**config.mk**
```make
export PLATFORM = sky130hd
export DESIGN_NAME = bocwh_queue
export DESIGN_NICKNAME = d
export VERILOG_FILES = /design/src/hdl/bocwh_pkg.sv /design/src/hdl/bocwh_queue.sv
export SDC_FILE = /design/constraint.sdc
export NUM_CORES = 1
export LEC_CHECK = 0
export BUFFER_PORTS_ARGS = -buffer_cell sky130_fd_sc_hd__buf_4
export CORE_UTILIZATION = 57
export DETAILED_ROUTE_END_ITERATION = 8
export PLACE_DENSITY = 0.76
export SETUP_SLACK_MARGIN = 0.3
export SYNTH_ARGS = -nofsm -noshare
export SYNTH_HDL_FRONTEND = slang
export SYNTH_SLANG_ARGS = --single-unit
```
**constraint.sdc**
```tcl
create_clock -name clk_i -period 3.03 [get_ports clk_i]
set_input_delay 0.606 -clock clk_i [delete_from_list [all_inputs] [get_ports clk_i]]
set_output_delay 0.606 -clock clk_i [all_outputs]
set_load 0.02 [all_outputs]
```
**src/hdl/bocwh_pkg.sv**
```systemverilog
// ----------------------------------------------------------------------------
// bocwh_pkg
// types and constants of the ones-count word histogram
// ----------------------------------------------------------------------------
package bocwh_pkg;

  localparam int unsigned FIVE_BINS   = 3125;
  localparam int unsigned FOUR_BINS   = 625;
  localparam int unsigned BIN_COUNT_W = 32;
  localparam int unsigned QUEUE_DEPTH = 4;
  localparam int unsigned QUEUE_PTR_W = 2;
  localparam int unsigned QUEUE_CNT_W = 3;

  localparam logic [1:0] CMD_FEED  = 2'd0;
  localparam logic [1:0] CMD_READ  = 2'd1;
  localparam logic [1:0] CMD_CLEAR = 2'd2;

  localparam logic TABLE_FIVE = 1'b0;
  localparam logic TABLE_FOUR = 1'b1;

  typedef enum logic [1:0] {
    OP_NONE,
    OP_COUNT,
    OP_READ,
    OP_CLEAR
  } back_op_e;

  typedef struct packed {
    logic [1:0]  cmd;
    logic [7:0]  data_byte;
    logic        bin_table;
    logic [11:0] bin_index;
  } in_item_t;

  typedef struct packed {
    logic        word_counted;
    logic [11:0] word_five;
    logic [9:0]  word_four;
    logic [31:0] bin_count;
    logic        bad_index;
  } out_item_t;

  typedef struct packed {
    back_op_e    op;
    logic        rd_table;
    logic        bad;
    logic [11:0] word_five;
    logic [9:0]  word_four;
    logic [11:0] addr_five;
    logic [9:0]  addr_four;
  } work_t;

endpackage

```
**src/hdl/bocwh_queue.sv**
```systemverilog
// ----------------------------------------------------------------------------
// bocwh_queue
// short first-in first-out queue between front and back
// ----------------------------------------------------------------------------
module bocwh_queue (
  input  logic             clk_i,
  input  logic             rst_ni,
  input  logic             push_i,
  input  bocwh_pkg::work_t push_item_i,
  output logic             full_o,
  input  logic             pop_i,
  output logic             head_valid_o,
  output bocwh_pkg::work_t head_item_o
);

  bocwh_pkg::work_t                        entry_q [bocwh_pkg::QUEUE_DEPTH];
  logic [bocwh_pkg::QUEUE_PTR_W-1:0]       wr_ptr_q, rd_ptr_q;
  logic [bocwh_pkg::QUEUE_CNT_W-1:0]       cnt_q;

  assign full_o       = cnt_q == bocwh_pkg::QUEUE_CNT_W'(bocwh_pkg::QUEUE_DEPTH);
  assign head_valid_o = cnt_q != '0;
  assign head_item_o  = entry_q[rd_ptr_q];

  always_ff @(posedge clk_i) begin
    if (push_i) begin
      entry_q[wr_ptr_q] <= push_item_i;
    end
  end

  always_ff @(posedge clk_i or negedge rst_ni) begin
    if (!rst_ni) begin
      wr_ptr_q <= '0;
      rd_ptr_q <= '0;
      cnt_q    <= '0;
    end else begin
      if (push_i) begin
        wr_ptr_q <= wr_ptr_q + 1'b1;
      end
      if (pop_i) begin
        rd_ptr_q <= rd_ptr_q + 1'b1;
      end
      if (push_i && !pop_i) begin
        cnt_q <= cnt_q + 1'b1;
      end else if (pop_i && !push_i) begin
        cnt_q <= cnt_q - 1'b1;
      end
    end
  end

endmodule

```
==> flow_summary_export.csv <==
group,metric,value,unit
clocking,cts-root-buf,"clkbuf_16",
sta,post-route-period-util,84.8,%
run,maxCapViolations,0,
yosys,synthSimpleGateAreaFrac,0.678,%
yosys,synth_nets,343,
detailed_routing,route.detailed.drc,0,
floorplanning,rows,41,
setup_path,critPathBufInv,2,
pwr,finalPower,9.11,mW
setup_path,cp.arrival,1.96,ns
clocking,cts_resized,0,
setup_path,critPathKind,"flop to output pin",
setup_path,crit_required,2.42,ns
yosys,synth_top_family_by_area,"multiplexers",
grt,grt_usage,19.9,%
floorplanning,ioPinCount,102,
yosys,synth_compound_area_share,0.0678,%
yosys,synth_top_area_share,78.2,%
sta,finalSetupTns,0,ns
grt,grt_pass1_wl,18.6,mm
pwr,switching_share,29.7,%
floorplanning,die_h,116,um
yosys,synth-seq-cells,199,
yosys,yosysMostFrequentCell,"edfxtp_1",
placement,hpwl,7.57,mm
yosys,synthMuxAreaShare,14.8,%
clocking,cts.sinks,199,
detailed_routing,dr_wl_met3,687,um
detailed_routing,ant_nets,0,
clocking,htree_levels,4,
finish,fillers,779,
finish,drive_above_1_share,46.6,%
clocking,cts_tree,"yes",
detailed_routing,via_per_inst,5.53,
pwr,seq_power_share,41.6,%
detailed_routing,wl_met1,5.35,mm
pwr,power.internal,6.41,mW
hold_path,hp-class,"input pin to flop",
sta,max_freq,389,MHz
setup_path,cp_top_family,"flip-flops",
grt,grt_pass1_vias,3335,
placement,routabilityCongestion,0.717,
yosys,post_synth.cell_area_avg,25.9,um^2
setup_path,crit_fanout,13,
sta,tightest_slew,0.474,ns
finish,antenna_cells,0,
yosys,synth-seq-area-share,80.5,%
grt,antenna_found_initial,0,
setup_path,cpPeakStageDelay,0.60,ns
placement,port_buffers,101,
clocking,insertion_delay,0.43,ns
pwr,vdd_drop_max,0.578,mV
pwr,p_leak,3.13,nW
detailed_routing,wl_per_cell,20.9,um
detailed_routing,first_pass_iters,4,
finish,area_delta_synth_final,21.8,%
floorplanning,die_w,116,um
sta,maxSlewHeadroom,68.4,%
yosys,syn-cell-area,0.00738,mm^2
yosys,ys.flop_type,"edfxtp_1",
yosys,synth_edf_count,192,
sta,rsz0062_at_grt,"false",
clocking,clk_pin_slew,0.07,ns
yosys,synth_fa_ha_area_share,1.12,%
grt,grt_overflow,0,
floorplanning,start_util,58.5,%
setup_path,startpoint_type,"flop",
pwr,clkPwrFrac,25.3,%
yosys,synth_commonest_cells,"192 x edfxtp_1, 48 x mux4_2, 7 x dfrtp_1, 5 x buf_12, 5 x ha_1",
detailed_routing,met2_length,6.18,mm
yosys,yosysTopAreaCell,"edfxtp_1",
pwr,power_density,1010,mW/mm^2
detailed_routing,initialDrtViolationCount,217,
sta,final-hold-violation-count,0,
yosys,yosysUniqueCellTypes,19,
yosys,synthArstFlopShare,3.52,%
detailed_routing,top_layer,"met4",
sta,min_period,2.57,ns
yosys,synth.area.top_cells,"edfxtp_1 78%, mux4_2 15%, dfrtp_1 2.4%",
grt,grt_max_degree,35,
yosys,synth_xor_area_share,0.712,%
yosys,synthCells,285,
clocking,cts_buffer_depth,2,
setup_path,crit_chain,"buf_12 > mux4_2 > buf_4",
detailed_routing,drt-total-wl,12.4,mm
sta,setup_viol,0,
finish,fin_nets,466,
pwr,power_switching,2.71,mW
setup_path,cp_slowest_cell,"dfrtp_4",
detailed_routing,num_vias,3282,
run_status,outcome,"finished clean",
pwr,combPwrFrac,33.0,%
sta,drv_slew,0,
sta,fin_skew,0.00439,ns
floorplanning,die_area,0.0134,mm^2
setup_path,end_kind,"output pin",
floorplanning,core_region_area,0.0126,mm^2
clocking,tritoncts.num_buffers,17,
yosys,yosysWarnings,0,
-- timing repair --
action / CTS / global route
buffers inserted: 1 / 0
hold buffers: 1 / 0
setup endpoints to repair: 28 / 0
endpoints found under the hold margin: 7 / 0
-- registers in the layout, summed over array words and instances (netlist names) --
| signal | cells |
|---|---|
| entry_q | 192 |
| wr_ptr_q | 2 |
| cnt_q | 3 |
| rd_ptr_q | 2 |
-- worst reg2reg max path: stages, from the launching register on --
cell and delay (ns):
dfrtp_1 0.42, inv_1 0.11, ha_1 0.14, and2_2 0.44, buf_12 0.29
-- cell type report --
class	instances	area, um^2	area share [%]
inverters	4	15.0	0.167
clock buffers	18	429	4.78
multi-input cells	71	1290	14.3
flip-flops and latches	199	5950	66.2
repair buffers	115	911	10.1
clock inverters	14	183	2.03
well taps	172	215	2.39
-- per-stage QoR --
| stage | hold WS, ns | worst slack, ns | util [%] | area [um^2] | instances |
|---|---|---|---|---|---|
| after floorplan | 0.310 | 0.857 | - | 7380 | 285 |
| after global placement | 0.425 | 0.722 | 66.2 | 8350 | 559 |
| after detailed placement | 0.428 | 0.718 | 66.2 | 8350 | 559 |
| after CTS | 0.360 | 0.420 | 71.2 | 8990 | 593 |
| after global routing | 0.361 | 0.385 | 71.2 | 8990 | 593 |
| final | 0.377 | 0.461 | 71.2 | 8990 | 593 |
-- kinds of logic (layout without fill, tap and decap cells) --
logic type               Yosys count  count (layout)
flip-flops                       199             199
adder cells (fa/ha/maj)            6               6
multiplexers                      49              49
AND/OR/NAND/NOR                    9               9
XOR/XNOR                           6               6
AO/OA/AOI/OAI                      1               1
buffers and inverters             15             151
-- final timing paths --
| path | startpoint | endpoint | slack (ns) | depth (start not counted) |
|---|---|---|---|---|
| max | rd_ptr_q[0]$_DFFE_PN0P_ | head_item_o[43] | 0.46 | 3 |
| max in group asynchronous | rst_ni | rd_ptr_q[0]$_DFFE_PN0P_ | 2.35 | 2 |
| max reg2reg | wr_ptr_q[0]$_DFFE_PN0P_ | entry_q[2][34]$_DFFE_PP_ | 1.30 | 4 |
| min | push_item_i[28] | entry_q[3][28]$_DFFE_PP_ | 0.38 | 1 |
| min reg2reg | cnt_q[2]$_DFFE_PN0P_ | cnt_q[2]$_DFFE_PN0P_ | 0.48 | 1 |
| min in group asynchronous | rst_ni | wr_ptr_q[1]$_DFFE_PN0P_ | 0.53 | 2 |
-- power by group through the flow --
| stage | sequential, mW | clock (mW) | combinational, mW |
|---|---|---|---|
| floorplan | 3.77 | 0 | 2.07 |
| global placement | 3.86 | 0 | 2.96 |
| detailed placement | 3.90 | 0 | 2.99 |
| CTS | 3.80 | 2.34 | 3.07 |
| global route | 3.84 | 2.44 | 3.21 |
| finish | 3.79 | 2.31 | 3.01 |
-- layer usage --
layer  global-route usage (%)  vias up
met5                        0        -
met4                     7.78        0
met3                     5.28       11
met2                     31.2      108
met1                     27.2     1710
li1                         -     1453
-- cell usage in the layout, fill, tap and decap left out, drive strengths merged, types with 2 or more instances in the layout --
| cell | count |
|---|---|
| edfxtp | 192 |
| buf | 114 |
| mux4 | 48 |
| clkbuf | 18 |
| clkinv | 9 |
| dfrtp | 7 |
| ha | 5 |
| inv | 4 |
| and2 | 4 |
| xor2 | 4 |
| bufinv | 4 |
| xnor2 | 2 |
| nand2 | 2 |
(Power assumes the default switching activity.)
