`src/hdl/bocwh_pkg.sv`:
```
// ----------------------------------------------------------------------------
// bocwh_pkg
// types and constants of the ones-count word histogram
// ----------------------------------------------------------------------------
package bocwh_pkg;

  localparam int unsigned FIVE_BINS   = 3125;
  localparam int unsigned FOUR_BINS   = 625;
  localparam int unsigned BIN_COUNT_W = 32;
  localparam int unsigned QUEUE_DEPTH = 4;
  localparam int unsigned QUEUE_PTR_W = 2;
  localparam int unsigned QUEUE_CNT_W = 3;

  localparam logic [1:0] CMD_FEED  = 2'd0;
  localparam logic [1:0] CMD_READ  = 2'd1;
  localparam logic [1:0] CMD_CLEAR = 2'd2;

  localparam logic TABLE_FIVE = 1'b0;
  localparam logic TABLE_FOUR = 1'b1;

  typedef enum logic [1:0] {
    OP_NONE,
    OP_COUNT,
    OP_READ,
    OP_CLEAR
  } back_op_e;

  typedef struct packed {
    logic [1:0]  cmd;
    logic [7:0]  data_byte;
    logic        bin_table;
    logic [11:0] bin_index;
  } in_item_t;

  typedef struct packed {
    logic        word_counted;
    logic [11:0] word_five;
    logic [9:0]  word_four;
    logic [31:0] bin_count;
    logic        bad_index;
  } out_item_t;

  typedef struct packed {
    back_op_e    op;
    logic        rd_table;
    logic        bad;
    logic [11:0] word_five;
    logic [9:0]  word_four;
    logic [11:0] addr_five;
    logic [9:0]  addr_four;
  } work_t;

endpackage

```
`src/hdl/bocwh_front.sv`:
```
// ----------------------------------------------------------------------------
// bocwh_front
// accepts commands, maps bytes to letters, keeps history and phase
// ----------------------------------------------------------------------------
module bocwh_front (
  input  logic               clk_i,
  input  logic               rst_ni,
  input  logic               in_valid_i,
  output logic               in_stall_o,
  input  bocwh_pkg::in_item_t in_item_i,
  input  logic               cfg_we_i,
  input  logic               cfg_wdata_i,
  input  logic               sweep_i,
  input  logic               q_full_i,
  output logic               q_push_o,
  output bocwh_pkg::work_t   q_item_o
);

  logic        overlap_q, overlap_d;
  logic [11:0] hist_q, hist_d;
  logic [2:0]  phase_q, phase_d;
  logic        accept;
  logic        is_feed, is_read, is_clear, take, bad;
  logic [3:0]  ones;
  logic [2:0]  letter;
  logic [13:0] raw;
  logic [13:0] next_wide;
  logic [11:0] next_hist;
  logic [11:0] shown;
  logic [11:0] four_wide;

  assign in_stall_o = q_full_i | sweep_i;
  assign accept     = in_valid_i & ~in_stall_o;
  assign is_feed    = in_item_i.cmd == bocwh_pkg::CMD_FEED;
  assign is_read    = in_item_i.cmd == bocwh_pkg::CMD_READ;
  assign is_clear   = in_item_i.cmd == bocwh_pkg::CMD_CLEAR;
  assign take       = phase_q >= 3'd4;

  always_comb begin
    ones = 4'($countones(in_item_i.data_byte));
    case (ones) inside
      [4'd0:4'd2]: letter = 3'd0;
      4'd3:        letter = 3'd1;
      4'd4:        letter = 3'd2;
      4'd5:        letter = 3'd3;
      default:     letter = 3'd4;
    endcase
  end

  // history * 5 + letter, then drop the oldest base-5 digit
  always_comb begin
    raw = {hist_q, 2'b00} + 14'(hist_q) + 14'(letter);
    if (raw >= 14'(4 * bocwh_pkg::FIVE_BINS)) begin
      next_wide = raw - 14'(4 * bocwh_pkg::FIVE_BINS);
    end else if (raw >= 14'(3 * bocwh_pkg::FIVE_BINS)) begin
      next_wide = raw - 14'(3 * bocwh_pkg::FIVE_BINS);
    end else if (raw >= 14'(2 * bocwh_pkg::FIVE_BINS)) begin
      next_wide = raw - 14'(2 * bocwh_pkg::FIVE_BINS);
    end else if (raw >= 14'(bocwh_pkg::FIVE_BINS)) begin
      next_wide = raw - 14'(bocwh_pkg::FIVE_BINS);
    end else begin
      next_wide = raw;
    end
    next_hist = next_wide[11:0];
  end

  always_comb begin
    hist_d  = hist_q;
    phase_d = phase_q;
    if (is_feed) begin
      hist_d = next_hist;
      if (overlap_q) begin
        if (!take) begin
          phase_d = phase_q + 3'd1;
        end
      end else begin
        phase_d = take ? 3'd0 : phase_q + 3'd1;
      end
    end else if (is_clear) begin
      hist_d  = '0;
      phase_d = '0;
    end
  end

  assign overlap_d = cfg_we_i ? cfg_wdata_i : overlap_q;

  always_comb begin
    shown = hist_d;
    if (shown >= 12'(4 * bocwh_pkg::FOUR_BINS)) begin
      four_wide = shown - 12'(4 * bocwh_pkg::FOUR_BINS);
    end else if (shown >= 12'(3 * bocwh_pkg::FOUR_BINS)) begin
      four_wide = shown - 12'(3 * bocwh_pkg::FOUR_BINS);
    end else if (shown >= 12'(2 * bocwh_pkg::FOUR_BINS)) begin
      four_wide = shown - 12'(2 * bocwh_pkg::FOUR_BINS);
    end else if (shown >= 12'(bocwh_pkg::FOUR_BINS)) begin
      four_wide = shown - 12'(bocwh_pkg::FOUR_BINS);
    end else begin
      four_wide = shown;
    end
  end

  always_comb begin
    if (in_item_i.bin_table == bocwh_pkg::TABLE_FIVE) begin
      bad = in_item_i.bin_index >= 12'(bocwh_pkg::FIVE_BINS);
    end else begin
      bad = in_item_i.bin_index >= 12'(bocwh_pkg::FOUR_BINS);
    end
  end

  always_comb begin
    q_item_o           = '0;
    q_item_o.op        = bocwh_pkg::OP_NONE;
    q_item_o.rd_table  = in_item_i.bin_table;
    q_item_o.word_five = shown;
    q_item_o.word_four = four_wide[9:0];
    if (is_feed && take) begin
      q_item_o.op        = bocwh_pkg::OP_COUNT;
      q_item_o.addr_five = shown;
      q_item_o.addr_four = four_wide[9:0];
    end else if (is_read) begin
      q_item_o.bad = bad;
      if (!bad) begin
        q_item_o.op = bocwh_pkg::OP_READ;
        if (in_item_i.bin_table == bocwh_pkg::TABLE_FIVE) begin
          q_item_o.addr_five = in_item_i.bin_index;
        end else begin
          q_item_o.addr_four = in_item_i.bin_index[9:0];
        end
      end
    end else if (is_clear) begin
      q_item_o.op = bocwh_pkg::OP_CLEAR;
    end
  end

  assign q_push_o = accept;

  always_ff @(posedge clk_i or negedge rst_ni) begin
    if (!rst_ni) begin
      overlap_q <= 1'b1;
      hist_q    <= '0;
      phase_q   <= '0;
    end else begin
      overlap_q <= overlap_d;
      if (accept) begin
        hist_q  <= hist_d;
        phase_q <= phase_d;
      end
    end
  end

endmodule

```
`config.mk`:
```
export PLATFORM = sky130hd
export DESIGN_NAME = bocwh_front
export DESIGN_NICKNAME = d
export VERILOG_FILES = /design/src/hdl/bocwh_pkg.sv /design/src/hdl/bocwh_front.sv
export SDC_FILE = /design/constraint.sdc
export NUM_CORES = 1
export LEC_CHECK = 0
export BUFFER_PORTS_ARGS = -buffer_cell sky130_fd_sc_hd__buf_2
export CAP_MARGIN = 20
export CELL_PAD_IN_SITES_DETAIL_PLACEMENT = 1
export CELL_PAD_IN_SITES_GLOBAL_PLACEMENT = 1
export CORE_MARGIN = 4
export CORE_UTILIZATION = 39
export DETAILED_ROUTE_END_ITERATION = 10
export PLACE_DENSITY_LB_ADDON = 0.1
export SYNTH_ARGS = -nofsm -noshare
export SYNTH_HDL_FRONTEND = slang
export SYNTH_SLANG_ARGS = --single-unit
```
`constraint.sdc`:
```
create_clock -name clk_i -period 22 [get_ports clk_i]
set_clock_uncertainty 0.2 [all_clocks]
set_input_delay 6.6 -clock clk_i [delete_from_list [all_inputs] [get_ports clk_i]]
set_output_delay 6.6 -clock clk_i [all_outputs]
set_load 0.005 [all_outputs]
```
==> impl_metrics.tcl, run 1 <==
set metrics [dict create \
    fp.coreArea_sq_um 12900 \
    antenna_found_initial 0 \
    tightest_slew_ps 1020 \
    die_area_sq_um 15300 \
    r2r_cells 18 \
    yosys.cell_types.count 89 \
    ant_nets 0 \
    cp-start-kind "input port" \
    crit_buf_inv 14 \
    chipHeight_um 124 \
    crit_slowest_cell "fa_2" \
    io_buffer_count 79 \
    synth_edf_count 0 \
    whs_endpoint "phase_q[1]" \
    cts.sinks 16 \
    finalNonFillerCells 1136 \
    antenna_cells 0 \
    hp-start "phase_q[1]" \
    setup_ws_ps -36.9 \
    grt_max_degree 25 \
    io_pins 80 \
    yosys_warnings 0 \
    post-route-period-util 1.00 \
    clock_path_buffers 2 \
    worst-r2r-setup-slack_ps 16770 \
    synth.avg_cell_area_sq_um 7.21 \
    grt_overflow 0 \
    fp.dieW_um 124 \
    netlist_instances 723 \
    layout.nets 1049 \
    rsz0062_at_grt "true" \
    drt_iter0_drc 728 \
    drc 0 \
    vias 7388 \
    critical_path_class "in2out" \
    finalMaxSlewViolations 0 \
    wl_um 27500 \
    drt-wirelength-per-cell_um 24.2 \
    status "finished with violations" \
    endpoint_kind "output port" \
    syn_area_sq_um 5220 \
    placementRows 41 \
    holdPathStages 1 \
    max_freq_ghz 0.0454 \
    nFillCells 1621 \
    viasPerCell 6.50 \
    dp.cells 1097 \
    cp_top_family "adder cells" \
    async_reset_ff_frac 1.00 \
    reg2reg_to "hist_q[8]" \
    synthesis.nets 807 \
    cp-startpoint "in_item_i[13]" \
    grt_pass1_vias 7423 \
    slowest_delay_ps 600 \
    violations "setup timing" \
    cpMostUsedCell "buf_4" \
    finalSetupViolCount 2 \
    ctsHtreeMaxLevel 1 \
    min_period_ps 22040 \
    cts-root-buf "clkbuf_16" \
    yosys_register_bits 16 \
    cts_tree "built" \
    required_ps 15200 \
    slew_headroom 0.314 \
    initial_core_util 0.405 \
    ys_seq_area_frac 0.0770 \
    grt_pass1_wl_um 39900 \
    reg2reg_from "hist_q[5]" \
    hold_ws_ps 359 \
    hold_path_class "reg2reg" \
    ys.flop_type "dfrtp_1" \
    hold_viol 0 \
    place_ws_ps -415 \
    drive_gt1_frac 0.416 \
    clk_latency_ps 260 \
    dr.pass1.iters 6 \
    fin_setup_tns_ps -71.3 \
    gp_congestion 0.992 \
    hpwl_um 20500 \
    worstPathArrival_ps 15240 \
    cap_violations 0 \
    cp_max_fo 13 \
    ctsHoldBuffers 0 \
    cts.clk_slew.worst_paths_ps 50 \
    grt.total_usage 0.331 \
    area_delta_synth_final_pct 50.3 \
    cts_inserted_buffers 3 \
]
flip-flops by register name, indices dropped and copies added (netlist names):
name	cells
phase_q	3
overlap_q	1
hist_q	12
cell usage in the layout, fill, tap and decap left out, drive strengths merged, types with 13 or more instances in the layout:
| cell type | n |
|---|---|
| buf | 274 |
| a21oi | 41 |
| nor3 | 26 |
| dfrtp | 15 |
| xnor2 | 25 |
| nor2 | 45 |
| and3 | 14 |
| nand3 | 24 |
| o21ai | 58 |
| ha | 48 |
| inv | 38 |
| nand2 | 78 |
| a211oi | 18 |
| a21o | 13 |
| a22o | 16 |
metrics by stage:
stage               area, sq um  utilization
CTS                        7260        0.564
detailed placement         6860        0.533
floorplan                  5220            -
global placement           6860        0.533
global route               7840        0.609
finish                     7840        0.609
how the worst max path moves through the flow:
stage | end | cells after the start | slack (ps)
2_1_floorplan | q_item_o[3] | 34 | 20
3_3_place_gp | q_item_o[9] | 34 | -150
3_5_place_dp | q_item_o[9] | 34 | -420
4_1_cts | q_item_o[3] | 41 | 2
5_1_grt | q_item_o[9] | 39 | -320
6_report | q_item_o[7] | 37 | -40
cells by family (layout without fill, tap and decap cells):
family,Yosys count,in the layout,synth area share
muxes,14,14,0.0281
AOI/OAI and AO/OA,271,271,0.387
DFF,16,16,0.0770
adders and majority gates,54,54,0.138
buffers and inverters,77,318,0.0612
and+or+nand+nor,262,262,0.258
xor gates and xnor gates,29,29,0.0501
cells in the mapped netlist, types with 6 or more instances:
cell,number,area share
a211o_1,9,0.015
a211oi_1,11,0.016
a211oi_2,6,0.014
a21o_1,13,0.019
a21oi_1,41,0.039
a221oi_1,7,0.012
a22o_1,16,0.027
a31oi_1,10,0.012
and2_1,11,0.013
and3_1,14,0.017
buf_2,15,0.014
clkbuf_1,18,0.013
dfrtp_1,15,0.072
fa_1,6,0.023
ha_1,48,0.12
inv_1,36,0.026
mux2i_1,9,0.017
nand2_1,77,0.055
nand2b_1,6,0.0072
nand3_1,23,0.022
nand4_1,9,0.011
nor2_1,45,0.032
nor2b_1,7,0.0084
nor3_1,23,0.022
nor3b_1,6,0.0086
nor4_1,8,0.0096
o211ai_1,9,0.013
o21ai_0,53,0.051
o22ai_1,9,0.011
or3_1,7,0.0084
xnor2_1,25,0.042
metal layers:
metal	up-vias	track usage	wire (um)
li1	3262	-	-
met1	3631	0.468	11500
met2	395	0.532	12700
met3	100	0.0441	2280
met4	0	0.0844	1000
met5	-	0	0
cell type report:
type,count,area (sq um),area share
tap,172,215,0.0274
multi-input combinational,630,5080,0.648
inverter,40,153,0.0195
sequential,16,402,0.0512
timing repair buffer,274,1900,0.243
clock buffer,4,88.8,0.0113
repair_timing:
item / in CTS / in global routing
setup buffers: 18 / 19
gates resized for setup: 39 / 87
pin swaps: 19 / 34
endpoints found under the hold margin: 0 / 0
endpoints found under the setup margin: 20 / 20
Power of run 1 is not shown: default switching activity piles up to over one toggle a cycle in this logic, so the estimate is an artifact.
==> inputs of run 2 (changes only) <==
--- a/config.mk
+++ b/config.mk
@@ -10,7 +10,7 @@
 export CELL_PAD_IN_SITES_DETAIL_PLACEMENT = 1
 export CELL_PAD_IN_SITES_GLOBAL_PLACEMENT = 1
 export CORE_MARGIN = 4
-export CORE_UTILIZATION = 39
+export CORE_UTILIZATION = 41
 export DETAILED_ROUTE_END_ITERATION = 10
 export PLACE_DENSITY_LB_ADDON = 0.1
 export SYNTH_ARGS = -nofsm -noshare
==> constraint.sdc (replaced) <==
create_clock -name clk_i -period 22.4 [get_ports clk_i]
set_clock_uncertainty 0.2 [all_clocks]
set_input_delay 6.72 -clock clk_i [delete_from_list [all_inputs] [get_ports clk_i]]
set_output_delay 6.72 -clock clk_i [all_outputs]
set_load 0.005 [all_outputs]
==> impl_metrics.tcl, run 2 (synthesis results as in run 1) <==
set metrics [dict create \
    status "completed" \
    largest_reg_flops 12 \
    layout.nets 987 \
    gr-usage-met3 0.0472 \
    drt-wirelength-per-cell_um 24.4 \
    fp.coreArea_sq_um 12200 \
    die_area_sq_um 14600 \
    chipHeight_um 121 \
    required_ps 15480 \
    wl_um 26100 \
    hold_path_class "reg2reg" \
    worst-r2r-setup-slack_ps 17070 \
    grt_use_met1 0.458 \
    grt_max_degree 25 \
    mostFrequentLayoutCells "127 x buf_4, 78 x buf_2, 74 x nand2_1, 49 x o21ai_0, 42 x nor2_1" \
    cts.sinks 16 \
    cp_top_family "adder cells" \
    final_common_cell "buf_4" \
    cts.clk_slew.worst_paths_ps 50 \
    setup_ws_ps 46.4 \
    slew_headroom 0.326 \
    cts_tree "built" \
    drive_gt1_frac 0.361 \
    cts-root-buf "clkbuf_16" \
    crit_slowest_cell "fa_2" \
    vias 7096 \
    place_ws_ps -422 \
    crit_buf_inv 10 \
    placementRows 40 \
    drc 0 \
    initial_core_util 0.427 \
    ctsHtreeMaxLevel 1 \
    grt_pass1_wl_um 38500 \
    io_pins 80 \
    grt_overflow 0 \
    clock_path_buffers 2 \
    grt_pass1_vias 6946 \
    largest-register "hist_q" \
    grtUsageMet2 0.531 \
    worstPathArrival_ps 15430 \
    antenna_cells 0 \
    cp_max_fo 5 \
    finalMaxSlewViolations 0 \
    clk_latency_ps 260 \
    critical_path_class "in2out" \
    cp-start-kind "input port" \
    min_period_ps 22350 \
    cpMostUsedCell "inv_2" \
    cap_violations 0 \
    io_buffer_count 79 \
    global_route.peak_usage_layer "met2" \
    cts_inserted_buffers 3 \
    finalSetupViolCount 0 \
    gp_congestion 1.04 \
    slowest_delay_ps 610 \
    grt.total_usage 0.327 \
    max_freq_ghz 0.0447 \
    rsz0062_at_grt "true" \
    fp.dieW_um 121 \
    dr.pass1.iters 7 \
    viasPerCell 6.63 \
    ant_nets 0 \
    hold_viol 0 \
    largestRegisters "hist_q x12, phase_q x3, overlap_q x1" \
    hpwl_um 19700 \
    area_delta_synth_final_pct 39.8 \
    drt_iter0_drc 704 \
    post-route-period-util 0.998 \
    nFillCells 1564 \
    tightest_slew_ps 1000 \
    antenna_found_initial 0 \
    endpoint_kind "output port" \
]
==> run 2: layer usage <==
layer  vias to the layer above  wire length, um
met2                       350            12100
met1                      3534            11300
met4                         0              752
met5                         -                0
li1                       3147                -
met3                        65             1930
==> run 2: final timing paths <==
path	from	endpoint	cells after the start
max	in_item_i[13]	q_item_o[7]	37
min	phase_q[1]	phase_q[1]	1
max reg2reg	hist_q[5]	hist_q[11]	14
min reg2reg	phase_q[1]	phase_q[1]	1
max in group asynchronous	rst_ni	overlap_q	1
min in group asynchronous	rst_ni	hist_q[0]	1
==> run 2: final cells by class <==
| cell class | count | area (sq um) | area share |
|---|---|---|---|
| repair buffers | 212 | 1440 | 0.198 |
| well taps | 168 | 210 | 0.0288 |
| flip-flops and latches | 16 | 402 | 0.0551 |
| clock buffers | 4 | 88.8 | 0.0122 |
| multi-input cells | 630 | 5000 | 0.686 |
| inverters | 40 | 150 | 0.0206 |
==> run 2: through the flow <==
step | utilization | TNS [ps] | area (sq um) | hold slack (ps) | instances
CTS | 0.554 | -6.34 | 6760 | 347 | 1058
floorplan | - | 0 | 5220 | 291 | 723
detailed placement | 0.534 | -4330 | 6520 | 328 | 1047
global route | 0.597 | -623 | 7290 | 363 | 1070
global placement | 0.534 | -267 | 6520 | 313 | 1047
finish | 0.597 | 0 | 7290 | 350 | 1070
==> run 2: timing repair <==
action	4_1_cts	5_1_grt
setup endpoints to repair	20	20
gates cloned	0	0
setup buffers	7	12
gates resized for setup	19	89
pin swaps	8	28
hold buffers	0	0
==> run 2: worst register-to-register path, cell delays in order, from the launching register on <==
cell and delay, ps:
dfrtp_1 500, ha_1 370, ha_1 640, nand4_1 380, or4b_4 610, and3_4 180, or3_4 410, buf_12 150
nor4b_4 350, buf_4 200, o22ai_1 110, or4_1 480, mux2i_1 280, nor2_1 130, o31ai_1 250
Power of run 2 is left out for the same reason.
==> inputs of run 3 (changes only) <==
==> constraint.sdc (replaced) <==
create_clock -name clk_i -period 22.4 [get_ports clk_i]
set_clock_uncertainty 0.2 [all_clocks]
set_input_delay 2.24 -clock clk_i [delete_from_list [all_inputs] [get_ports clk_i]]
set_output_delay 2.24 -clock clk_i [all_outputs]
set_load 0.005 [all_outputs]
==> impl_metrics.tcl, run 3 (synthesis results as in run 1) <==
set metrics [dict create \
    hold_path_class "reg2reg" \
    status "completed" \
    antenna_cells 0 \
    tightest_slew_ps 1090 \
    finalMaxSlewViolations 0 \
    cp-start-kind "input port" \
    chipHeight_um 121 \
    io_buffer_count 79 \
    grt_pass1_wl_um 34200 \
    cts.clk_slew.worst_paths_ps 50 \
    fin_setup_tns_ps 0 \
    cap_violations 0 \
    area_delta_synth_final_pct 10.9 \
    grt_overflow 0 \
    cts_tree "built" \
    antenna_found_initial 0 \
    finalSetupViolCount 0 \
    final_common_cell "buf_2" \
    dr.pass1.iters 5 \
    ctsHoldBuffers 0 \
    nFillCells 1636 \
    ant_nets 0 \
    vias 6263 \
    layout.nets 860 \
    largest-register "hist_q" \
    cts_resized 0 \
    slowest_delay_ps 650 \
    largestRegisters "hist_q x12, phase_q x3, overlap_q x1" \
    drt_iter0_drc 542 \
    cp_top_family "adder cells" \
    wl_um 21500 \
    fp.dieW_um 121 \
    hold_viol 0 \
    drive_gt1_frac 0.163 \
    post_cts_buffers 0 \
    cts_inserted_buffers 3 \
    mostFrequentLayoutCells "80 x buf_2, 77 x nand2_1, 53 x o21ai_0, 48 x ha_1, 45 x nor2_1" \
    drt-wirelength-per-cell_um 22.8 \
    grt_pass1_vias 6063 \
    clock_path_buffers 2 \
    max_freq_ghz 0.0657 \
    required_ps 19960 \
    grt_max_degree 25 \
    ctsHtreeMaxLevel 1 \
    cts.sinks 16 \
    placementRows 40 \
    slew_headroom 0.270 \
    hpwl_um 17100 \
    critical_path_class "in2out" \
    cp_max_fo 11 \
    largest_reg_flops 12 \
    post-route-period-util 0.680 \
    gp_congestion 0.978 \
    clk_latency_ps 260 \
    crit_buf_inv 6 \
    worstPathArrival_ps 12790 \
    die_area_sq_um 14600 \
    cpMostUsedCell "fa_1" \
    viasPerCell 6.64 \
    io_pins 80 \
    crit_slowest_cell "nor2_1" \
    fp.coreArea_sq_um 12200 \
    grt.total_usage 0.291 \
    cts-root-buf "clkbuf_16" \
    initial_core_util 0.427 \
    min_period_ps 15230 \
    rsz0062_at_grt "false" \
    drc 0 \
    endpoint_kind "output port" \
]
[run 3: cell count changes in the layout (fill, tap and decap cells not counted), sizes merged]
cell  delta
buf    -127
[run 3: worst register-to-register path, stage by stage, from the launching register on]
cell,delay (ps)
dfrtp_1,490
inv_1,100
fa_1,510
inv_1,70
fa_1,530
xor2_1,450
clkinv_1,370
ha_1,360
o32a_1,420
o311ai_1,530
nor4b_4,140
or4_1,610
o31ai_1,390
nor2_1,140
o31ai_1,230
[run 3: cell type report]
class / count / area, sq um / share of cell area
well taps: 168 / 210 / 0.0363
clock buffers: 4 / 88.8 / 0.0154
multi-input cells: 630 / 4500 / 0.777
repair buffers: 85 / 438 / 0.0757
flip-flops and latches: 16 / 402 / 0.0694
inverters: 40 / 150 / 0.0260
[run 3: per-layer routing]
metal  up-vias  routed length, um  track usage
met4         0                291       0.0510
met2       253               9610        0.447
met1      3100              10100        0.434
li1       2883                  -            -
met3        27               1540       0.0407
met5         -                  0            0
[run 3: stage by stage]
| stage | std cells | hold slack [ps] | area (sq um) | util | setup slack, ps |
|---|---|---|---|---|---|
| finish | 943 | 360 | 5780 | 0.474 | 7170 |
| global route | 943 | 384 | 5780 | 0.474 | 6380 |
| CTS | 942 | 361 | 5780 | 0.473 | 7290 |
| detailed placement | 938 | 352 | 5690 | 0.466 | 7360 |
| global placement | 938 | 312 | 5690 | 0.466 | 7780 |
| floorplan | 723 | 291 | 5220 | - | 9140 |
[run 3: path summary, 6_finish.rpt]
kind / slack (ps) / startpoint / to / cells past startpoint
hold / removal: 360 / phase_q[0] / phase_q[0] / 1
setup / recovery: 7170 / in_item_i[13] / q_item_o[4] / 33
setup reg to reg: 16770 / hist_q[2] / hist_q[11] / 14
min in group asynchronous: 1710 / rst_ni / hist_q[5] / 1
max in group asynchronous: 19960 / rst_ni / overlap_q / 1
hold reg to reg: 360 / phase_q[0] / phase_q[0] / 1
Power of run 3 is left out for the same reason.
